==> src/hdl/tslg_pkg.sv <==
`timescale 1ns / 1ps

package tslg_pkg;

  localparam int CHANNELS     = 2;
  localparam int PHASE_BITS   = 32;
  localparam int SINE_ENTRIES = 1024;
  localparam int SAMPLE_BITS  = 16;

  localparam int CH_BITS     = (CHANNELS > 1) ? $clog2(CHANNELS) : 1;
  localparam int IDX_BITS    = $clog2(SINE_ENTRIES);
  localparam int QTR_ENTRIES = SINE_ENTRIES / 4;
  localparam int QTR_BITS    = IDX_BITS - 2;
  localparam int SINE_BITS   = 16;

  localparam int TDATA_BITS  = 8 * ((SAMPLE_BITS + 7) / 8);

  localparam int STEP_BITS   = 32;
  localparam int DEPTH_BITS  = 17;
  localparam int CFG_BITS    = 32;
  localparam int CFG_IDX_BITS = 1;
  localparam logic [DEPTH_BITS-1:0] DEPTH_FULL = 17'd65536;

  localparam logic [CFG_IDX_BITS-1:0] REG_PHASE_STEP = 1'd0;
  localparam logic [CFG_IDX_BITS-1:0] REG_DEPTH      = 1'd1;

  // gain m * 2^32, in [0, 2^32]
  localparam int GAIN_BITS = 33;
  localparam int PROD_BITS = SAMPLE_BITS + GAIN_BITS + 1;

  localparam longint unsigned HALF_PI_Q30 = 64'd1686629713;
  localparam longint unsigned ONE_Q30     = 64'd1073741824;

  typedef struct packed {
    logic                  en;
    logic [CH_BITS-1:0]    ch;
    logic [PHASE_BITS-1:0] phase;
  } phase_wr_t;

  typedef logic signed [SINE_BITS-1:0] qtab_t [QTR_ENTRIES];

  // first-quadrant sine, q in [0, QTR_ENTRIES], Taylor series in Q2.30
  function automatic logic signed [SINE_BITS-1:0] sine_quarter(int unsigned q);
    longint unsigned u;
    longint unsigned x;
    longint unsigned x2;
    longint unsigned term;
    longint unsigned pos_sum;
    longint unsigned neg_sum;
    longint unsigned s;
    u = 64'(q) << (32 - IDX_BITS);
    x = (u * HALF_PI_Q30) >> 30;
    x2 = (x * x) >> 30;
    term = x;
    pos_sum = x;
    neg_sum = 64'd0;
    for (int n = 1; n <= 6; n++) begin
      term = (term * x2) >> 30;
      case (n)
        1:       term = term / 6;
        2:       term = term / 20;
        3:       term = term / 42;
        4:       term = term / 72;
        5:       term = term / 110;
        default: term = term / 156;
      endcase
      if ((n % 2) == 1) begin
        neg_sum = neg_sum + term;
      end else begin
        pos_sum = pos_sum + term;
      end
    end
    s = (pos_sum > neg_sum) ? pos_sum - neg_sum : 64'd0;
    if (s > ONE_Q30) begin
      s = ONE_Q30;
    end
    s = (s * 64'd32767 + (ONE_Q30 >> 1)) >> 30;
    return SINE_BITS'(s);
  endfunction

  function automatic qtab_t build_qtab();
    qtab_t t;
    for (int i = 0; i < QTR_ENTRIES; i++) begin
      t[i] = sine_quarter(i);
    end
    return t;
  endfunction

  localparam qtab_t SINE_QTAB = build_qtab();
  localparam logic signed [SINE_BITS-1:0] SINE_PEAK = sine_quarter(QTR_ENTRIES);

endpackage

==> src/hdl/tremolo_sine_lfo_gain.sv <==
`timescale 1ns / 1ps
// stages: 0 phase read, 1 sine lookup, 2 gain, 3 product, then the output register
// throughput: one sample per cycle; phase memory is read in stage 0 and written in stage 1,
//   with a bypass when consecutive samples hit the same channel
// the whole pipeline holds while an output transaction waits on m_axis_tready
// reset: all channel phases read as zero, phase_step and depth clear to zero

module tremolo_sine_lfo_gain (
  input  logic                                clk_i,
  input  logic                                rst_ni,
  input  logic                                s_axis_tvalid,
  output logic                                s_axis_tready,
  input  logic [tslg_pkg::TDATA_BITS-1:0]     s_axis_tdata,  // sample_in
  input  logic                                s_axis_tuser,  // channel
  output logic                                m_axis_tvalid,
  input  logic                                m_axis_tready,
  output logic [tslg_pkg::TDATA_BITS-1:0]     m_axis_tdata,  // sample_out
  input  logic                                cfg_we_i,
  input  logic [tslg_pkg::CFG_IDX_BITS-1:0]   cfg_idx_i,
  input  logic [tslg_pkg::CFG_BITS-1:0]       cfg_data_i
);

  localparam int SB = tslg_pkg::SAMPLE_BITS;
  localparam int PB = tslg_pkg::PHASE_BITS;
  localparam int IB = tslg_pkg::IDX_BITS;

  logic [tslg_pkg::STEP_BITS-1:0]  phase_step_q;
  logic [tslg_pkg::DEPTH_BITS-1:0] depth_q;
  logic [tslg_pkg::DEPTH_BITS-1:0] depth_wr;

  logic pipe_en;
  logic v1_q, v2_q, v3_q, out_vld_q;

  logic [tslg_pkg::CH_BITS-1:0] ch_in;
  logic [tslg_pkg::CH_BITS-1:0] ch1_q;
  logic signed [SB-1:0] smp1_q, smp2_q, smp3_q;
  logic [SB-1:0]        out_q;

  logic [PB-1:0]             phase1;
  tslg_pkg::phase_wr_t       phase_wr;

  logic [IB-1:0]             tab_idx;
  logic [IB-2:0]             half_idx;
  logic [IB-2:0]             quarter_idx;
  logic signed [tslg_pkg::SINE_BITS-1:0] sine_mag;
  logic signed [tslg_pkg::SINE_BITS-1:0] sine1;
  logic signed [tslg_pkg::SINE_BITS-1:0] sine2_q;

  logic signed [17:0]        sine_off;
  logic signed [17:0]        depth_s;
  logic signed [35:0]        gain_full;
  logic [tslg_pkg::GAIN_BITS-1:0] gain3_q;

  logic signed [tslg_pkg::PROD_BITS-1:0] prod;
  logic signed [tslg_pkg::PROD_BITS-1:0] prod_rnd;

  // configuration registers
  assign depth_wr = cfg_data_i[tslg_pkg::DEPTH_BITS-1:0];

  always_ff @(posedge clk_i or negedge rst_ni) begin
    if (!rst_ni) begin
      phase_step_q <= '0;
      depth_q      <= '0;
    end else if (cfg_we_i) begin
      case (cfg_idx_i)
        tslg_pkg::REG_PHASE_STEP: phase_step_q <= cfg_data_i[tslg_pkg::STEP_BITS-1:0];
        tslg_pkg::REG_DEPTH: begin
          depth_q <= (depth_wr > tslg_pkg::DEPTH_FULL) ? tslg_pkg::DEPTH_FULL : depth_wr;
        end
        default: ;
      endcase
    end
  end

  // pipeline control
  assign pipe_en       = !out_vld_q || m_axis_tready;
  assign s_axis_tready = pipe_en;
  assign ch_in         = (tslg_pkg::CHANNELS > 1) ? tslg_pkg::CH_BITS'(s_axis_tuser) : '0;

  always_ff @(posedge clk_i or negedge rst_ni) begin
    if (!rst_ni) begin
      v1_q      <= 1'b0;
      v2_q      <= 1'b0;
      v3_q      <= 1'b0;
      out_vld_q <= 1'b0;
    end else if (pipe_en) begin
      v1_q      <= s_axis_tvalid;
      v2_q      <= v1_q;
      v3_q      <= v2_q;
      out_vld_q <= v3_q;
    end
  end

  // stage 0: phase read
  tslg_phase_store u_phase_store (
    .clk_i   (clk_i),
    .rst_ni  (rst_ni),
    .rd_en_i (pipe_en && s_axis_tvalid),
    .rd_ch_i (ch_in),
    .wr_i    (phase_wr),
    .phase_o (phase1)
  );

  // stage 1: phase advance and sine lookup
  always_comb begin
    phase_wr.en    = pipe_en && v1_q;
    phase_wr.ch    = ch1_q;
    phase_wr.phase = phase1 + phase_step_q[PB-1:0];
  end

  assign tab_idx  = phase1[PB-1 -: IB];
  assign half_idx = tab_idx[IB-2:0];

  always_comb begin
    if (half_idx > (IB-1)'(tslg_pkg::QTR_ENTRIES)) begin
      quarter_idx = (IB-1)'(tslg_pkg::SINE_ENTRIES / 2) - half_idx;
    end else begin
      quarter_idx = half_idx;
    end
    if (quarter_idx == (IB-1)'(tslg_pkg::QTR_ENTRIES)) begin
      sine_mag = tslg_pkg::SINE_PEAK;
    end else begin
      sine_mag = tslg_pkg::SINE_QTAB[quarter_idx[tslg_pkg::QTR_BITS-1:0]];
    end
    sine1 = tab_idx[IB-1] ? -sine_mag : sine_mag;
  end

  // stage 2: gain = 2^32 + depth * (sine - 2^15)
  assign sine_off  = 18'(sine2_q) - 18'sd32768;
  assign depth_s   = $signed({1'b0, depth_q});
  assign gain_full = (36'sd1 <<< 32) + 36'(depth_s) * 36'(sine_off);

  // stage 3: product, round half up
  assign prod     = tslg_pkg::PROD_BITS'(smp3_q)
                  * tslg_pkg::PROD_BITS'($signed({1'b0, gain3_q}));
  assign prod_rnd = prod + (tslg_pkg::PROD_BITS'(1) <<< 31);

  always_ff @(posedge clk_i) begin
    if (pipe_en) begin
      smp1_q  <= $signed(s_axis_tdata[SB-1:0]);
      ch1_q   <= ch_in;
      smp2_q  <= smp1_q;
      sine2_q <= sine1;
      smp3_q  <= smp2_q;
      gain3_q <= gain_full[tslg_pkg::GAIN_BITS-1:0];
      out_q   <= prod_rnd[32 +: SB];
    end
  end

  assign m_axis_tvalid = out_vld_q;
  assign m_axis_tdata  = tslg_pkg::TDATA_BITS'(out_q);

  a_accept_enters_pipe: assert property (@(posedge clk_i) disable iff (!rst_ni)
    s_axis_tvalid && s_axis_tready |=> v1_q)
    else $error("accepted transaction lost at stage 1");

  a_stage3_reaches_out: assert property (@(posedge clk_i) disable iff (!rst_ni)
    v3_q && pipe_en |=> m_axis_tvalid)
    else $error("result lost between last stage and output");

  a_depth_saturated: assert property (@(posedge clk_i) disable iff (!rst_ni)
    depth_q <= tslg_pkg::DEPTH_FULL)
    else $error("depth above full scale");

endmodule

==> src/hdl/tslg_phase_store.sv <==
`timescale 1ns / 1ps

module tslg_phase_store (
  input  logic                           clk_i,
  input  logic                           rst_ni,
  input  logic                           rd_en_i,
  input  logic [tslg_pkg::CH_BITS-1:0]   rd_ch_i,
  input  tslg_pkg::phase_wr_t            wr_i,
  output logic [tslg_pkg::PHASE_BITS-1:0] phase_o
);

  logic [tslg_pkg::PHASE_BITS-1:0] mem_q [tslg_pkg::CHANNELS];
  logic [tslg_pkg::CHANNELS-1:0]   vld_q;
  logic [tslg_pkg::PHASE_BITS-1:0] rdata_q;
  logic [tslg_pkg::PHASE_BITS-1:0] fwd_phase_q;
  logic                            rd_vld_q;
  logic                            fwd_q;

  always_ff @(posedge clk_i) begin
    if (wr_i.en) begin
      mem_q[wr_i.ch] <= wr_i.phase;
    end
    if (rd_en_i) begin
      rdata_q     <= mem_q[rd_ch_i];
      fwd_phase_q <= wr_i.phase;
    end
  end

  // entries not yet written read as zero; same-entry write bypasses the array
  always_ff @(posedge clk_i or negedge rst_ni) begin
    if (!rst_ni) begin
      vld_q    <= '0;
      rd_vld_q <= 1'b0;
      fwd_q    <= 1'b0;
    end else begin
      if (wr_i.en) begin
        vld_q[wr_i.ch] <= 1'b1;
      end
      if (rd_en_i) begin
        rd_vld_q <= vld_q[rd_ch_i];
        fwd_q    <= wr_i.en && (wr_i.ch == rd_ch_i);
      end
    end
  end

  assign phase_o = fwd_q    ? fwd_phase_q :
                   rd_vld_q ? rdata_q     : '0;

  a_fwd_same_entry: assert property (@(posedge clk_i) disable iff (!rst_ni)
    rd_en_i && wr_i.en && (wr_i.ch == rd_ch_i) |=> phase_o == $past(wr_i.phase))
    else $error("phase write not forwarded to colliding read");

  a_unwritten_zero: assert property (@(posedge clk_i) disable iff (!rst_ni)
    rd_en_i && !vld_q[rd_ch_i] && !(wr_i.en && (wr_i.ch == rd_ch_i)) |=> phase_o == '0)
    else $error("unwritten phase entry did not read as zero");

  a_write_marks_valid: assert property (@(posedge clk_i) disable iff (!rst_ni)
    wr_i.en |=> vld_q[$past(wr_i.ch)])
    else $error("written phase entry not marked valid");

endmodule

==> config.mk <==
export PLATFORM = sky130hd
export DESIGN_NAME = tremolo_sine_lfo_gain
export DESIGN_NICKNAME = d
export VERILOG_FILES = /design/src/hdl/tslg_pkg.sv /design/src/hdl/tremolo_sine_lfo_gain.sv /design/src/hdl/tslg_phase_store.sv
export SDC_FILE = /design/constraint.sdc
export NUM_CORES = 2
export LEC_CHECK = 0
export ABC_AREA = 1
export BUFFER_PORTS_ARGS = -buffer_cell sky130_fd_sc_hd__buf_2
export CAP_MARGIN = 25
export CORE_UTILIZATION = 60
export DETAILED_ROUTE_END_ITERATION = 6
export PLACE_DENSITY = 0.81
export SLEW_MARGIN = 0
export SYNTH_ARGS = -nofsm -noshare
export SYNTH_HDL_FRONTEND = slang
export SYNTH_SLANG_ARGS = --single-unit
==> constraint.sdc <==
create_clock -name clk_i -period 6.5 [get_ports clk_i]
set_clock_uncertainty 0.1 [all_clocks]
set_input_delay 0 -clock clk_i [delete_from_list [all_inputs] [get_ports clk_i]]
set_output_delay 0 -clock clk_i [all_outputs]
set_load 0.005 [all_outputs]
==> impl_results.md <==
- Min Hold Slack: 0.03651 ns
- Final wirelength: about 120000 um
- Min-Delay Path Class: primary input to flip-flop
- Net count after synthesis: approximately 6.3k
- Worst R2R Path Depth: 22
- Port Buffers: just over 70
- Critical path fanouts, max: 6
- Critical path data required time: ~6.7 ns
- Num ports: between 70 and 80
- Slew HR: a little under two fifths
- Drt first pass iters: 6
- Post-DP HPWL: between 90000 and 100000 um
- Syn Std Cell Area: 0.04340 mm2
- Setup_tns: 0 ns
- Top_reg_cell synth: edfxtp_1
- Post-layout net count: 6399
- H-tree levels: 2
- Fin crit share: a little over nine tenths
- EDFF count, synth: about 240
- Setup violations, final: 0
- Status: finished, final reports clean
- Dominant cell type by area after synthesis: fa_1
- Max-slew violation count: 0
- Vias in the first global route: approximately 38k
- Reg-to-reg critical path startpoint: gain3_q[17]
- Async set-reset flop share out of synthesis: around a fifth
- Worst-margin pin slew: 0.9483 ns
- Met1 Resource Use GR: between 40% and 50%
- Crit path DAT: ~6.4 ns
- Die footprint: around 0.073 mm2
- Mapped Avg Cell Area: about 8 um2
- Core area: around 0.071 mm2
- Initial Utilization: about three fifths
- Flop2flop setup slack: roughly 0.26 ns
- Worst setup path start: gain3_q[17]
- FF-to-FF End: m_axis_tdata[15]
- Clk buf depth: 3
- Wire per inst: 19.39 um
- Die height: ~270 um
- GRT Total Usage: about a third
- #FFs+latches synth: ~300
- 1st-iter DRT viols: approximately 3.2k
- CTS tree: done
- Ys Warns: 0
- Final hold viol count: 0
- Via/cell ratio: ~5.6
- Crit path capture type: flip-flop
- Final core utilization: about 66%
- Final GP Congestion: 1.038
- CTS clk-pin slew, worst paths: around 0.06 ns
- Routed via count: ~36k
- Clock root cell: clkbuf_16
- Count leader, synth: nand2_1
- Hold Startpoint: s_axis_tdata[4]
- Global routing's busiest layer: met2
- Hold EP: smp1_q[4]
- Startpoint types: flip-flop
- Total gr overflow: 0
- Post-Synthesis Cells: about 5.3k
- Layout cells sized above 1: roughly 8%
- CTS Buf Count: 36
- Dominant cells by area after synthesis: fa_1 (31%), edfxtp_1 (17%), nand2_1 (12%), inv_1 (11%), ha_1 (8.9%)
- Worst skew pair latency: 0.58 ns
- Largest net degree at the start of global routing: between 60 and 70
- Hold Path Stages: 2
- CTS sink cnt: approximately 300
- Achievable frequency: 0.1602 GHz
- Seq/Total Area, Yosys: about a fifth
- Met2 usage: 57.91%
- First-pass GRT wire length: slightly below 200000 um
- Initial antenna violation count: 3
- Fin crit period: 6.243 ns
- Met3 usage: between 4 and 5%
- Routed Antenna Nets: 0
- Site Rows: 98
- Setup CP Type: flip-flop to flip-flop
- Top cells by count, synth: nand2_1 (1442), inv_1 (1279), fa_1 (671), ha_1 (308), edfxtp_1 (242)
- Post-synth cell types: 60
- Die width: approximately 270 um
- MaxCap Viol Count: 0
- Drc violations: 0
- Synth top area share: between 30 and 40%
- Area delta synth->final: 9.169%
[placed cells by master (no fill, tap or decap), drive strengths merged, types with 7 or more instances in the layout]
| cell | instances |
|---|---|
| dfrtp | 57 |
| ha | 308 |
| nand2 | 1457 |
| clkbuf | 44 |
| a31oi | 12 |
| fa | 671 |
| dlygate4sd3 | 61 |
| nor3 | 11 |
| nand4 | 34 |
| o211ai | 8 |
| edfxtp | 242 |
| nand3 | 243 |
| xnor2 | 30 |
| clkinv | 9 |
| inv | 1298 |
| or2 | 14 |
| a21boi | 7 |
| a21oi | 156 |
| buf | 247 |
| a22o | 22 |
| mux2 | 57 |
| o21ai | 123 |
| nor4 | 10 |
| nor2 | 165 |
| xor2 | 61 |
[state kept, by name, indices dropped and copies added, names as in the netlist, 2 cells and up]
| name | cells |
|---|---|
| u_phase_store.mem_q | 64 |
| gain3_q | 33 |
| phase_step_q | 32 |
| u_phase_store.fwd_phase_q | 32 |
| u_phase_store.rdata_q | 32 |
| depth_q | 17 |
| m_axis_tdata | 16 |
| sine2_q | 16 |
| smp1_q | 16 |
| smp2_q | 16 |
| smp3_q | 16 |
| u_phase_store.vld_q | 2 |
[per-layer routing]
| metal | wire [um] | vias to the layer above | share of wire, % |
|---|---|---|---|
| met5 | 0 | - | 0 |
| met4 | 7423 | 0 | 6.0 |
| met3 | 9510 | 524 | 7.7 |
| met2 | 60260 | 1807 | 49 |
| met1 | 45790 | 17416 | 37 |
| li1 | - | 15938 | - |
[worst max-delay path, cell delays in order (launching register included)]
cell and delay [ns]:
edfxtp_1 0.54, buf_4 0.20, nand2_1 0.07, inv_1 0.06, fa_1 0.54, inv_1 0.05, fa_1 0.48, fa_1 0.54
inv_1 0.06, fa_1 0.44, fa_1 0.51, inv_1 0.05, fa_1 0.54, inv_1 0.06, ha_1 0.30, a21oi_1 0.24
o21ai_0 0.17, a21oi_1 0.18, o22ai_1 0.10, a211oi_1 0.17, o21ai_1 0.15, a221oi_1 0.31, xnor2_1 0.11
[kinds of logic after synthesis]
| family | share of synthesized area, % |
|---|---|
| fa+ha+maj | 39.84 |
| simple gates | 18.28 |
| flops | 20.03 |
| xor+xnor | 1.837 |
| mux | 1.479 |
| buf+inv | 13.76 |
| compound gates | 4.775 |
[area by class of cell]
class,instances,area [um2]
multi-input combinational,3427,28750
tap,950,1189
clock buffer,44,940.9
timing repair buffer,308,2680
fill,5515,24110
inverter,1293,4858
clock inverter,21,255.2
antenna,1,2.502
sequential,299,8695
[how the worst max path moves through the flow]
| stage | to | slack [ns] | cells after the start |
|---|---|---|---|
| after floorplan | gain3_q[29] | 0.24 | 25 |
| after global placement | m_axis_tdata[14] | 0.16 | 22 |
| after detailed placement | m_axis_tdata[15] | 0.03 | 19 |
| after CTS | gain3_q[29] | 0.02 | 24 |
| after global routing | m_axis_tdata[15] | -0.01 | 22 |
| final | m_axis_tdata[15] | 0.26 | 22 |
[what timing repair did]
action | in CTS | in global routing
hold buffers | 61 | 0
resized for setup | 0 | 13
setup buffers | 3 | 37
endpoints found under the setup margin | 1 | 20
endpoints found under the hold margin | 129 | 0
[metrics by stage]
stage	cell area, um2	cells	setup WS, ns
after CTS	46900	6304	0.01934
final	47370	6343	0.2569
after floorplan	43400	5276	0.2422
after detailed placement	45060	6175	0.03007
after global routing	47370	6342	-0.01382
after global placement	45060	6175	0.1614
Power is not shown: default switching activity piles up to over one toggle a cycle in this logic, so the estimate is an artifact.
